### config.mk
export PLATFORM = sky130hd
export DESIGN_NAME = nec_ir_frame_receiver_top
export DESIGN_NICKNAME = d
export VERILOG_FILES = /design/src/hdl/nec_rx_pkg.sv /design/src/hdl/nec_rx_classify.sv /design/src/hdl/nec_ir_frame_receiver_top.sv
export SDC_FILE = /design/constraint.sdc
export NUM_CORES = 1
export LEC_CHECK = 0
export ABC_CLOCK_PERIOD_IN_PS = 4730
export BUFFER_PORTS_ARGS = -buffer_cell sky130_fd_sc_hd__buf_2
export CAP_MARGIN = 20
export CORE_ASPECT_RATIO = 1.1
export CORE_MARGIN = 5
export CORE_UTILIZATION = 50
export CTS_BUF_LIST = sky130_fd_sc_hd__clkbuf_16
export DETAILED_ROUTE_END_ITERATION = 10
export PLACE_DENSITY = 0.73
export SYNTH_ARGS = -nofsm -noshare
export SYNTH_HDL_FRONTEND = slang
export SYNTH_HIERARCHICAL = 1
export SYNTH_SLANG_ARGS = --single-unit
### constraint.sdc
create_clock -name clk_i -period 4.73 [get_ports clk_i]
set_input_delay 0.946 -clock clk_i [delete_from_list [all_inputs] [get_ports clk_i]]
set_output_delay 0.946 -clock clk_i [all_outputs]
set_load 0.01 [all_outputs]
### src/hdl/nec_rx_pkg.sv
// Shared types and constants for the NEC infrared frame receiver.
`timescale 1ns / 1ps

package nec_rx_pkg;

  // Field widths
  localparam int unsigned CaptureWidth = 16;
  localparam int unsigned PulseWidth   = 15;
  localparam int unsigned CfgIdxWidth  = 3;
  localparam int unsigned FrameBits    = 32;
  localparam int unsigned CountWidth   = $clog2(FrameBits);

  // Pulse classes, as reported on the result channel
  typedef enum logic [1:0] {
    CLS_ZERO  = 2'd0,
    CLS_ONE   = 2'd1,
    CLS_START = 2'd2,
    CLS_ERROR = 2'd3
  } pulse_class_e;

  // Threshold register indexes
  localparam logic [CfgIdxWidth-1:0] CfgBitMin   = 3'd0;
  localparam logic [CfgIdxWidth-1:0] CfgZeroMax  = 3'd1;
  localparam logic [CfgIdxWidth-1:0] CfgOneMax   = 3'd2;
  localparam logic [CfgIdxWidth-1:0] CfgStartMin = 3'd3;
  localparam logic [CfgIdxWidth-1:0] CfgStartMax = 3'd4;

  // Threshold reset values in half-ticks
  localparam logic [PulseWidth-1:0] RstBitMin   = 15'd100;
  localparam logic [PulseWidth-1:0] RstZeroMax  = 15'd800;
  localparam logic [PulseWidth-1:0] RstOneMax   = 15'd1600;
  localparam logic [PulseWidth-1:0] RstStartMin = 15'd6000;
  localparam logic [PulseWidth-1:0] RstStartMax = 15'd7500;

  // Threshold set handed to the classifier
  typedef struct packed {
    logic [PulseWidth-1:0] bit_min;
    logic [PulseWidth-1:0] zero_max;
    logic [PulseWidth-1:0] one_max;
    logic [PulseWidth-1:0] start_min;
    logic [PulseWidth-1:0] start_max;
  } thresh_t;

endpackage

### src/hdl/nec_rx_classify.sv
// Pulse width measurement and classification against the thresholds.
`timescale 1ns / 1ps

module nec_rx_classify
  import nec_rx_pkg::*;
(
  input  logic [CaptureWidth-1:0] capture_i,
  input  logic [CaptureWidth-1:0] prev_capture_i,
  input  thresh_t                 thresh_i,
  output pulse_class_e            class_o
);

  logic [CaptureWidth-1:0] diff;
  logic [PulseWidth-1:0]   width;
  logic                    is_zero;
  logic                    is_one;
  logic                    is_start;

  // Wrapped difference, halved
  assign diff  = capture_i - prev_capture_i;
  assign width = diff[CaptureWidth-1:1];

  // Range tests; an inverted range never matches
  assign is_zero  = (width >= thresh_i.bit_min) && (width <= thresh_i.zero_max);
  assign is_one   = (width >= thresh_i.bit_min) && (width <= thresh_i.one_max);
  assign is_start = (width >= thresh_i.start_min) && (width <= thresh_i.start_max);

  // Resolve overlaps in priority order
  always_comb begin
    if (is_zero) begin
      class_o = CLS_ZERO;
    end else if (is_one) begin
      class_o = CLS_ONE;
    end else if (is_start) begin
      class_o = CLS_START;
    end else begin
      class_o = CLS_ERROR;
    end
  end

endmodule

### src/hdl/nec_ir_frame_receiver_top.sv
// Top level of the NEC infrared frame receiver: capture register, frame state, result register.
// Path: an accepted capture beat waits in the capture register, then goes to the result register.
// Throughput: one capture per cycle while results are taken; the classifier and frame shift
// sit in one register stage. Both stages advance together under output back-pressure, so a
// full pipe still takes a beat in the cycle the result is taken.
// Reset: thresholds return to 100/800/1600/6000/7500, frame, bit count and last capture clear.
`timescale 1ns / 1ps

module nec_ir_frame_receiver_top
  import nec_rx_pkg::*;
(
  input  logic                    clk_i,
  input  logic                    rst_ni,
  // Configuration write channel
  input  logic                    cfg_valid_i,
  output logic                    cfg_ready_o,
  input  logic [CfgIdxWidth-1:0]  cfg_index_i,
  input  logic [PulseWidth-1:0]   cfg_data_i,
  // Capture channel
  input  logic                    in_valid_i,
  output logic                    in_ready_o,
  input  logic [CaptureWidth-1:0] capture_time_i,
  // Result channel
  output logic                    out_valid_o,
  input  logic                    out_ready_i,
  output logic [1:0]              pulse_class_o,
  output logic                    frame_done_o,
  output logic [7:0]              address_byte_o,
  output logic [7:0]              command_byte_o,
  output logic                    command_ok_o
);

  thresh_t                 thresh_q;
  logic                    cap_valid_q;
  logic [CaptureWidth-1:0] cap_q;
  logic                    out_valid_q;
  logic [CaptureWidth-1:0] prev_q;
  logic [FrameBits-1:0]    shift_q;
  logic [CountWidth-1:0]   count_q;

  logic                    out_load;
  logic                    in_fire;
  pulse_class_e            cls;
  logic                    is_bit;
  logic                    done;
  logic [FrameBits-1:0]    shift_d;
  logic [CountWidth-1:0]   count_d;

  // Threshold registers; unknown indexes are dropped
  assign cfg_ready_o = 1'b1;

  always_ff @(posedge clk_i or negedge rst_ni) begin
    if (!rst_ni) begin
      thresh_q.bit_min   <= RstBitMin;
      thresh_q.zero_max  <= RstZeroMax;
      thresh_q.one_max   <= RstOneMax;
      thresh_q.start_min <= RstStartMin;
      thresh_q.start_max <= RstStartMax;
    end else if (cfg_valid_i) begin
      case (cfg_index_i)
        CfgBitMin:   thresh_q.bit_min   <= cfg_data_i;
        CfgZeroMax:  thresh_q.zero_max  <= cfg_data_i;
        CfgOneMax:   thresh_q.one_max   <= cfg_data_i;
        CfgStartMin: thresh_q.start_min <= cfg_data_i;
        CfgStartMax: thresh_q.start_max <= cfg_data_i;
        default: ;
      endcase
    end
  end

  // Pipe handshake: result register frees when empty or taken
  assign out_load   = cap_valid_q && (!out_valid_q || out_ready_i);
  assign in_ready_o = !cap_valid_q || out_load;
  assign in_fire    = in_valid_i && in_ready_o;

  // Capture register
  always_ff @(posedge clk_i or negedge rst_ni) begin
    if (!rst_ni) begin
      cap_valid_q <= 1'b0;
    end else if (in_ready_o) begin
      cap_valid_q <= in_valid_i;
    end
  end

  always_ff @(posedge clk_i) begin
    if (in_fire) begin
      cap_q <= capture_time_i;
    end
  end

  // Classify the held capture
  nec_rx_classify u_classify (
    .capture_i      (cap_q),
    .prev_capture_i (prev_q),
    .thresh_i       (thresh_q),
    .class_o        (cls)
  );

  // Next frame state
  assign is_bit = (cls == CLS_ZERO) || (cls == CLS_ONE);
  assign done   = is_bit && (count_q == CountWidth'(FrameBits - 1));

  always_comb begin
    shift_d = shift_q;
    count_d = count_q;
    case (cls)
      CLS_ZERO, CLS_ONE: begin
        shift_d = {(cls == CLS_ONE), shift_q[FrameBits-1:1]};
        count_d = done ? '0 : count_q + 1'b1;
      end
      CLS_START: begin
        shift_d = '0;
        count_d = '0;
      end
      default: begin
        count_d = '0;
      end
    endcase
  end

  always_ff @(posedge clk_i or negedge rst_ni) begin
    if (!rst_ni) begin
      prev_q  <= '0;
      shift_q <= '0;
      count_q <= '0;
    end else if (out_load) begin
      prev_q  <= cap_q;
      shift_q <= shift_d;
      count_q <= count_d;
    end
  end

  // Result register
  always_ff @(posedge clk_i or negedge rst_ni) begin
    if (!rst_ni) begin
      out_valid_q <= 1'b0;
    end else if (out_load) begin
      out_valid_q <= 1'b1;
    end else if (out_ready_i) begin
      out_valid_q <= 1'b0;
    end
  end

  always_ff @(posedge clk_i) begin
    if (out_load) begin
      pulse_class_o  <= cls;
      frame_done_o   <= done;
      address_byte_o <= done ? shift_d[7:0] : 8'h00;
      command_byte_o <= done ? shift_d[23:16] : 8'h00;
      command_ok_o   <= done && (shift_d[23:16] == ~shift_d[31:24]);
    end
  end

  assign out_valid_o = out_valid_q;

endmodule

# == Word level (Yosys, flattened, before mapping) ==
# Cells that the tools add are included.
# word_totals
ff_bits,166
output_inout_bits,23
elab_cells,64
# op_classes
add_sub_neg,2
magnitude_cmp,5
eq_ne,8
mux,8
bitwise_logic,1
n_reduce_logical,23
# op_table
cell,count
$pmux W32 S2,1
$le A15 B15 Y1,3
$ge A15 B15 Y1,2
$sub A16 B16 Y16,1
$reduce_and A2 Y1,6
$mux W5,2
$eq A8 B8 Y1,1
$not A8 Y8,1
$logic_and A1 B1 Y1,7
$eq A3 B2 Y1 const B,2
$add A5 B1 Y5 const B,1
$eq A5 B5 Y1 const B,1
$mux W2,2
$reduce_bool A2 Y1,2
$eq A3 B1 Y1 const B,1
$eq A3 B3 Y1 const B,1
$logic_not A3 Y1,1
$logic_or A1 B1 Y1,3
$mux W1,3
$eq A2 B1 Y1 const B,1
$eq A2 B2 Y1 const B,1
$logic_not A1 Y1,2
$logic_not A2 Y1,1
$reduce_or A2 Y1,1

# == Logic depth before layout (Yosys ltp) ==
# Gate-level depths: netlist of run 1.
# logic_depth
word_depth,12
depth_mapped,22
ltp_nobuf,22

# == Modules after synthesis ==
# Netlist of run 1, hierarchy kept.
# by_module_without_submodules
mod,n_inst,cells_per_inst,area_per_inst_um2,seq_area_each_um2
nec_ir_frame_receiver_top,1,414,6292.3,4337.9
nec_rx_classify,1,353,2580.0,0.0

# == Worst setup path after synthesis of run 1 ==
# Ideal clock, no wire load.
# synth_path
path_kind,reg-to-reg
from,reg cap_q[0]
to,reg count_q[3]
arrival_time_ps,4198
path_slack_ps,463
path_stages_with_launch,22
n_path_buf,1
path_cell_list,edfxtp_1 -> nand2b_4 -> inv_1 -> fa_1 -> nor2b_4 -> o31a_1 -> o41ai_2 -> nand2_1 -> a221o_1 -> a21oi_2 -> xnor2_1 -> ha_1 -> nand4_1 -> nor2_1 -> o31a_1 -> a2111oi_0 -> a21oi_1 -> a21o_1 -> clkbuf_1 -> nor2_1 -> or4b_1 -> nand3_1
# synth_via
word_cells_on_any_way,19
cone_classes,add/sub (1); order compare (5); eq/ne (1); mux (5); reduce/logical (7)
# synth_lines
element,line_no,text
start: declaration,nec_ir_frame_receiver_top.sv:35,logic [CaptureWidth-1:0] cap_q;
start signal: assignment,nec_ir_frame_receiver_top.sv:87,cap_q <= capture_time_i;
$sub A16 B16 Y16 *,nec_rx_classify.sv:20,assign diff = capture_i - prev_capture_i;
$ge A15 B15 Y1 or $le A15 B15 Y1 (tied branches),"nec_rx_classify.sv:24, nec_rx_classify.sv:25",
$logic_and A1 B1 Y1,nec_rx_classify.sv:25,assign is_one = (width >= thresh_i.bit_min) && (width <= thresh_i.one_max);
$mux W2,nec_rx_classify.sv:32,end else if (is_one) begin
$mux W2 *,nec_rx_classify.sv:30,if (is_zero) begin
named net cls[1],nec_ir_frame_receiver_top.sv:43,pulse_class_e cls;
$eq A2 B1 Y1 or $logic_not A2 Y1 (tied branches),"nec_ir_frame_receiver_top.sv:100, nec_ir_frame_receiver_top.sv:106",
$logic_or A1 B1 Y1,nec_ir_frame_receiver_top.sv:100,assign is_bit = (cls == CLS_ZERO) || (cls == CLS_ONE);
$logic_and A1 B1 Y1,nec_ir_frame_receiver_top.sv:101,assign done = is_bit && (count_q == CountWidth'(FrameBits - 1));
$mux W5,nec_ir_frame_receiver_top.sv:109,count_d = done ? '0 : count_q + 1'b1;
$mux W5 *,nec_ir_frame_receiver_top.sv:106,case (cls)
end signal: assignment,nec_ir_frame_receiver_top.sv:129,count_q <= count_d;
end: declaration,nec_ir_frame_receiver_top.sv:39,logic [CountWidth-1:0] count_q;
# Mark *: on every way through the listed nets, which the timed path passes. The rest lies on a longest branch.
# A chain may end at the register's enable or synchronous reset.

# == Final worst setup path of run 1 ==
# layout_path
from,reg cap_q[2]
to,reg shift_q[17]
# layout_via
elab_chain_cells,9
word_cells_on_any_way,17
cone_classes,add/sub (1); order compare (5); eq/ne (2); mux (4); reduce/logical (5)
# layout_lines
element,line_no,text
$sub A16 B16 Y16 *,nec_rx_classify.sv:20,
$ge A15 B15 Y1 or $le A15 B15 Y1 (tied branches),nec_rx_classify.sv:26,assign is_start = (width >= thresh_i.start_min) && (width <= thresh_i.start_max);
$logic_and A1 B1 Y1,nec_rx_classify.sv:26,
$mux W1,nec_rx_classify.sv:34,end else if (is_start) begin
$mux W2,nec_rx_classify.sv:32,
$mux W2 *,nec_rx_classify.sv:30,
named net cls[0],nec_ir_frame_receiver_top.sv:43,
$eq A2 B1 Y1 or $logic_not A2 Y1 (tied branches),nec_ir_frame_receiver_top.sv:106,
$reduce_or A2 Y1,nec_ir_frame_receiver_top.sv:106,
$pmux W32 S2 *,nec_ir_frame_receiver_top.sv:106,
end signal: assignment,nec_ir_frame_receiver_top.sv:128,shift_q <= shift_d;
end: declaration,nec_ir_frame_receiver_top.sv:38,logic [FrameBits-1:0] shift_q;
# Marked as above.

==> results of run 1 <==
path summary, 6_finish.rpt:
path                       cells after the start     endpoint  slack [ns]      from
setup reg to reg                              20  shift_q[17]        0.20  cap_q[2]
max in group asynchronous                      2  shift_q[28]        3.28    rst_ni
setup / recovery                              20  shift_q[17]        0.20  cap_q[2]
min in group asynchronous                      1  thresh_q[1]        0.60    rst_ni
hold reg to reg                                2    prev_q[0]        0.46  cap_q[0]
hold / removal                                 2    prev_q[0]        0.46  cap_q[0]
layout make-up:
type / count / area, µm²
fillers: 1444 / 7450
well taps: 238 / 298
clock buffers: 17 / 425
clock inverters: 15 / 130
repair buffers: 77 / 455
flip-flops and latches: 165 / 4340
multi-input cells: 494 / 4120
inverters: 89 / 334
synthesized netlist by cell type (2+ instances only):
cell         n
dfrtp_1    106
ha_1        91
inv_1       89
nand2_1     73
mux2_2      64
edfxtp_1    36
a21oi_1     35
a22o_1      30
dfstp_2     23
nor2_1      22
xnor2_1     20
and2_1      17
nand3_1     17
a21o_1      16
o21ai_0     14
mux2_4      11
nand4_1     11
nor3_1       8
buf_2        7
a211oi_1     6
nand2b_1     6
clkbuf_1     5
a2111oi_0    4
o31a_1       4
buf_4        3
buf_6        3
o21a_1       3
and3_1       2
nand3b_1     2
nor2b_1      2
o21bai_1     2
o22ai_1      2
xor2_1       2
metrics by stage:
stage               instances  TNS [ns]  total power, mW  setup WS [ns]  utilization
finish                   1095         0             5.15          0.203        0.576
CTS                      1094         0             5.14          0.149        0.573
global placement         1062         0             3.74          0.269        0.541
floorplan                 767         0             3.22          0.463            -
detailed placement       1062         0             3.79          0.202        0.541
global route             1095     -2.33             5.51        -0.0997        0.576
registers in the layout, indices dropped and copies added, names as in the netlist:
register and flops:
prev_q 16, frame_done_o 1, shift_q 31, out_valid_o 1, thresh_q 75, pulse_class_o 2, cap_q 16, cap_valid_q 1
address_byte_o 8, count_q 5, command_ok_o 1, command_byte_o 8
worst register-to-register path: stages, from the launching register on:
cell and delay [ns]:
edfxtp_1 0.39, ha_1 0.37, nor2b_4 0.15, o31a_1 0.27
o41ai_2 0.20, nand2_1 0.13, a221o_1 0.32, a21oi_2 0.18
xnor2_2 0.13, ha_1 0.35, nand4_1 0.14, nor2_2 0.17
o31a_1 0.16, a2111oi_2 0.05, a21oi_1 0.19, nor2_1 0.07
o32a_1 0.43, nand2_1 0.14, nand2_1 0.10, buf_12 0.23
a22o_1 0.25
what timing repair did:
| action | CTS | global route |
|---|---|---|
| buffers inserted | 0 | 1 |
| endpoints found under the setup margin | 0 | 54 |
| resized for setup | 0 | 10 |
cells by family after synthesis:
family                     Yosys count
AOI/OAI and AO/OA                  131
other                                1
buffers and inverters              108
adders and majority gates           92
xor gates and xnor gates            22
DFF                                165
and+or+nand+nor                    173
muxes                               75
per-layer routing:
| metal | share of wire | vias up | GRT usage |
|---|---|---|---|
| met5 | 0 | - | 0 |
| met4 | 0.022 | 0 | 0.0669 |
| met3 | 0.029 | 32 | 0.0403 |
| met2 | 0.49 | 87 | 0.313 |
| met1 | 0.46 | 2848 | 0.252 |
| li1 | - | 2867 | - |
where the power goes:
group | switching, mW | internal (mW) | total, mW | leakage, nW
sequential | 0.146 | 1.73 | 1.87 | 1.93
combinational | 1.07 | 0.876 | 1.95 | 2.59
clock | 0.631 | 0.695 | 1.33 | 0.271
total | 1.85 | 3.30 | 5.15 | 4.80
==> impl_metrics.yaml, run 1 <==
run_status:
  status: "complete, no violations"
die:
  row_count: 51
  pin_count: 62
  dieArea_mm2: 0.0205
  chipHeight_um: 150
  start_util: 0.506
  die_w_um: 137
  coreArea_mm2: 0.0175
yosys:
  syn_area_mm2: 0.00887
  yosys.area_share.simple: 0.0987
  synth_xor_area_frac: 0.0217
  syn_area_per_cell_um2: 11.6
  ys_seq_area_frac: 0.489
  yosysWarnings: 6
  synth.mux.area_fraction: 0.0998
  synth-seq-cells: 165
  synth_area_leaders: "dfrtp_1 (30%), ha_1 (13%), edfxtp_1 (12%), mux2_2 (8.1%), dfstp_2 (6.8%)"
  synth_compound_area_frac: 0.108
  synth_top_family_by_area: "adder cells"
  synth_edf_count: 36
  ys.flop_type: "dfrtp_1"
  syn_inst: 767
  synth_top_area_share: 0.299
  synth_top_area_cell: "dfrtp_1"
  synthAdderAreaFrac: 0.131
  synthDistinctLibCells: 64
  synth_nets: 898
  synthArstFlopShare: 0.782
detailed_routing:
  via_count: 5834
  drtIter0Drc: 242
  route.detailed.drc: 0
  ant_nets: 0
  drt_wl_total_um: 18300
  vias_per_cell: 5.33
  drt_pre_antenna_iters: 5
  post_drt_wl_per_cell_um: 16.7
worst_hold_path:
  hold_path_class: "flip-flop to flip-flop"
clock_tree:
  insertion_delay_ns: 0.43
  ctsHoldBuffers: 0
  cts.path.max_buffers: 2
  cts_made_buffers: 17
  cts-root-buf: "clkbuf_16"
  h-tree-depth: 4
  cts.sinks: 165
  cts.clk_slew.worst_paths_ns: 0.07
  cts_tree: "built"
flow_run:
  drv_cap: 0
layout:
  layout_common_cells: "dfrtp_1 (106), ha_1 (90), inv_1 (89), nand2_1 (73), mux2_2 (64)"
  diodes: 0
  mostFrequentLayoutCell: "dfrtp_1"
  drive_gt1_frac: 0.267
  nets: 975
  final_area_mm2: 0.0101
  syn2layout_area_growth_pct: 13.8
global_route:
  grt_pass1_wl_um: 30500
  grt_max_degree: 71
  grt_pass1_vias: 6029
  grt_use_total: 0.191
  grt-ovfl-total: 0
  antenna_found_initial: 0
timing:
  worst_pin_slew_ns: 1.06
  finClkSkew_ns: 0.0119
  slew_violations: 0
  report.final.setup_viol: 0
  hold_viol: 0
  clock.fmax_mhz: 221
  post-route-period-util: 0.957
  period_needed_ns: 4.53
  hold_ws_ns: 0.465
  maxSlewHeadroom: 0.292
worst_setup_path:
  crit_type: "flip-flop to flip-flop"
  cp_cell_sequence: "ha_1, nor2b_4, o31a_1, o41ai_2, nand2_1, a221o_1, a21oi_2, xnor2_2, ha_1, nand4_1, nor2_2, o31a_1, a2111oi_2, a21oi_1, nor2_1, o32a_1, nand2_1, nand2_1, buf_12, a22o_1"
  crit_family: "compound AO/OA/AOI/OAI gates"
  crit_buf_inv: 1
  crit_top_cell: "nand2_1"
  worst_path_max_delay_cell: "o32a_1"
  cp-start-kind: "flip-flop"
  worstPathRequired_ns: 5.05
  crit_arrival_ns: 4.85
  path_max_fanout: 30
  critPathMaxStageDelay_ns: 0.43
  cp-end-kind: "flip-flop"
place:
  finalWeightedCongestion: 0.870
  dp_hpwl_um: 13000
  io_buffers: 60
  place_area_mm2: 0.00950
power_and_ir_drop:
  power.density_mw_per_mm2: 510
  p_leak_nw: 4.80
  ir_drop_uv: 400
No activity file was read; power rests on OpenSTA's default activity.
==> run 2: changes to the inputs <==
Settings changed: CORE_ASPECT_RATIO 1.1 to 0.5, SYNTH_HIERARCHICAL 1 to unset.
==> run 2 against run 1 <==
Compared with the run above:
- clock skew increased by 0.0024 ns
- combinational power about the same
- fmax increased by 1.6%
==> impl_metrics.yaml, run 2 <==
run_status:
  status: "complete, no violations"
clock_tree:
  cts.clk_slew.worst_paths_ns: 0.07
  cts.sinks: 165
  ctsHoldBuffers: 0
  h-tree-depth: 4
  cts_made_buffers: 17
  cts.path.max_buffers: 2
  cts_tree: "built"
  insertion_delay_ns: 0.43
  cts-root-buf: "clkbuf_16"
worst_setup_path:
  worstPathRequired_ns: 4.91
  crit_type: "flip-flop to flip-flop"
  cp-end-kind: "flip-flop"
  cp-start-kind: "flip-flop"
  path_max_fanout: 18
  crit_arrival_ns: 4.64
  reg2reg_slack_ns: 0.28
power_and_ir_drop:
  p_comb_frac: 0.386
  pwr-share-seq: 0.351
  p_total_mw: 5.11
  internal-power_mw: 3.25
  power.density_mw_per_mm2: 518
  p_sw_frac: 0.363
  power_frac_clock: 0.263
  ir_drop_uv: 294
  p_leak_nw: 4.71
  power.switching_mw: 1.86
global_route:
  grt_use_total: 0.201
  grt_pass1_vias: 6371
  antenna_found_initial: 2
  grt_max_degree: 58
  grt-ovfl-total: 0
  grt_pass1_wl_um: 31800
die:
  start_util: 0.518
  chipHeight_um: 103
  row_count: 33
  pin_count: 62
  die_w_um: 195
  dieArea_mm2: 0.0201
  coreArea_mm2: 0.0166
layout:
  drive_gt1_frac: 0.189
  diodes: 0
  nets: 1019
  largest_reg_flops: 75
  top_register: "thresh_q"
  mostFrequentLayoutCell: "dfrtp_1"
  fillers: 1315
  reg_top3: "thresh_q x75, shift_q x31"
  layout_common_cells: "dfrtp_1 (106), nand2_1 (100), inv_1 (91), ha_1 (91), o21ai_0 (90)"
  syn2layout_area_growth_pct: 14.8
yosys:
  synth_top_area_share: 0.309
  synthArstFlopShare: 0.782
  synth-seq-cells: 165
  synth_top_area_cell: "dfrtp_1"
  synth_area_leaders: "dfrtp_1 (31%), ha_1 (13%), edfxtp_1 (13%), dfstp_2 (7.0%), o21ai_0 (5.2%)"
  synthDistinctLibCells: 61
  yosysWarnings: 0
  synth_commonest_cells: "dfrtp_1 (106), nand2_1 (100), ha_1 (91), inv_1 (91), o21ai_0 (90)"
  ys_seq_area_frac: 0.505
  syn_area_mm2: 0.00859
  syn_area_per_cell_um2: 10.6
  synth_nets: 944
  synth_edf_count: 36
  ys.flop_type: "dfrtp_1"
  synth_most_common_cell: "dfrtp_1"
  syn_inst: 813
flow_run:
  drv_cap: 0
place:
  dp_hpwl_um: 13600
  io_buffers: 60
  dp_slack_ns: 0.0417
  finalWeightedCongestion: 0.966
timing:
  period_needed_ns: 4.45
  report.final.setup_viol: 0
  maxSlewHeadroom: 0.404
  setup_ws_ns: 0.277
  hold_viol: 0
  finClkSkew_ns: 0.0143
  slew_violations: 0
  worst_pin_slew_ns: 0.892
  clock.fmax_mhz: 225
  post-route-period-util: 0.942
detailed_routing:
  drt_pre_antenna_iters: 4
  ant_nets: 0
  vias_per_cell: 5.44
  post_drt_wl_per_cell_um: 17.1
  route.detailed.drc: 0
  drtIter0Drc: 434
  drt_wl_total_um: 19200
  via_count: 6128
worst_hold_path:
  hold_path_class: "flip-flop to flip-flop"
[run 2: changes by cell type after synthesis, moves of 9 or more]
cell,previous run,this run
and2_1,17,3
nand2_1,73,100
nor2_1,22,13
and3_1,2,28
clkbuf_1,5,19
mux2_2,64,20
o21ai_0,14,90
a21oi_1,35,20
mux2_4,11,0
[run 2: layout make-up]
type / instances / area, µm² / share of cell area
repair buffers: 82 / 493 / 0.0500
flip-flops and latches: 165 / 4340 / 0.440
clock inverters: 14 / 144 / 0.0146
multi-input cells: 529 / 3830 / 0.389
clock buffers: 17 / 425 / 0.0431
inverters: 93 / 349 / 0.0354
well taps: 227 / 284 / 0.0288
[run 2: final timing paths]
kind | depth (start not counted) | endpoint | from
worst min-delay path | 2 | prev_q[0] | prev_q[0]
worst min register to register | 2 | prev_q[0] | prev_q[0]
max in group asynchronous | 2 | thresh_q[27] | rst_ni
worst max-delay path | 17 | command_ok_o | cap_q[2]
worst max register to register | 17 | command_ok_o | cap_q[2]
min in group asynchronous | 1 | prev_q[2] | rst_ni
[run 2: critical path, cell delays in order, from the launching register on]
cell      delay, ns
edfxtp_1       0.39
ha_1           0.36
nor2b_1        0.15
o21ai_1        0.14
a21boi_1       0.14
o311a_1        0.40
o31ai_4        0.29
o21bai_1       0.11
a21oi_2        0.19
xnor2_2        0.14
ha_1           0.32
nand3_1        0.11
or3_1          0.39
a32o_1         0.26
o21a_2         0.28
buf_4          0.22
and2_1         0.18
and3_1         0.14
[run 2: cells by family (layout without fill, tap and decap cells)]
kind of cell	after synthesis	in the layout	synth area share
xor gates and xnor gates	22	22	0.0224
adders and majority gates	92	92	0.135
other	1	1	0.000436
DFF	165	165	0.505
and+or+nand+nor	200	200	0.112
AOI/OAI and AO/OA	193	194	0.142
buffers and inverters	120	206	0.0571
muxes	20	20	0.0262
[run 2: what timing repair did]
action,4_1_cts,5_1_grt
setup endpoints to repair,1,53
resized for setup,0,10
buffers inserted,0,1
pin swaps,1,1
gates cloned,1,0
[run 2: through the flow]
stage	utilization	cells	area, µm²	setup TNS, ns	hold WS, ns
global route	0.595	1127	9870	-0.0128	0.518
detailed placement	0.555	1094	9220	0	0.466
global placement	0.555	1094	9220	0	0.451
floorplan	-	813	8590	0	0.438
finish	0.595	1127	9870	0	0.487
CTS	0.590	1126	9800	0	0.483
[run 2: power by group through the flow]
stage	clock [mW]	sequential (mW)	combinational (mW)
floorplan	0	1.80	1.29
global placement	0	1.81	1.79
detailed placement	0	1.82	1.86
CTS	1.37	1.79	1.91
global route	1.44	1.82	2.22
finish	1.34	1.79	1.97
[run 2: routing by layer]
| layer | track usage | part of all wire | up-vias |
|---|---|---|---|
| met3 | 0.0480 | 0.053 | 16 |
| met5 | 0 | 0.0013 | - |
| met2 | 0.327 | 0.46 | 130 |
| met1 | 0.277 | 0.48 | 2985 |
| met4 | 0.0483 | 0.0066 | 4 |
| li1 | - | - | 2993 |
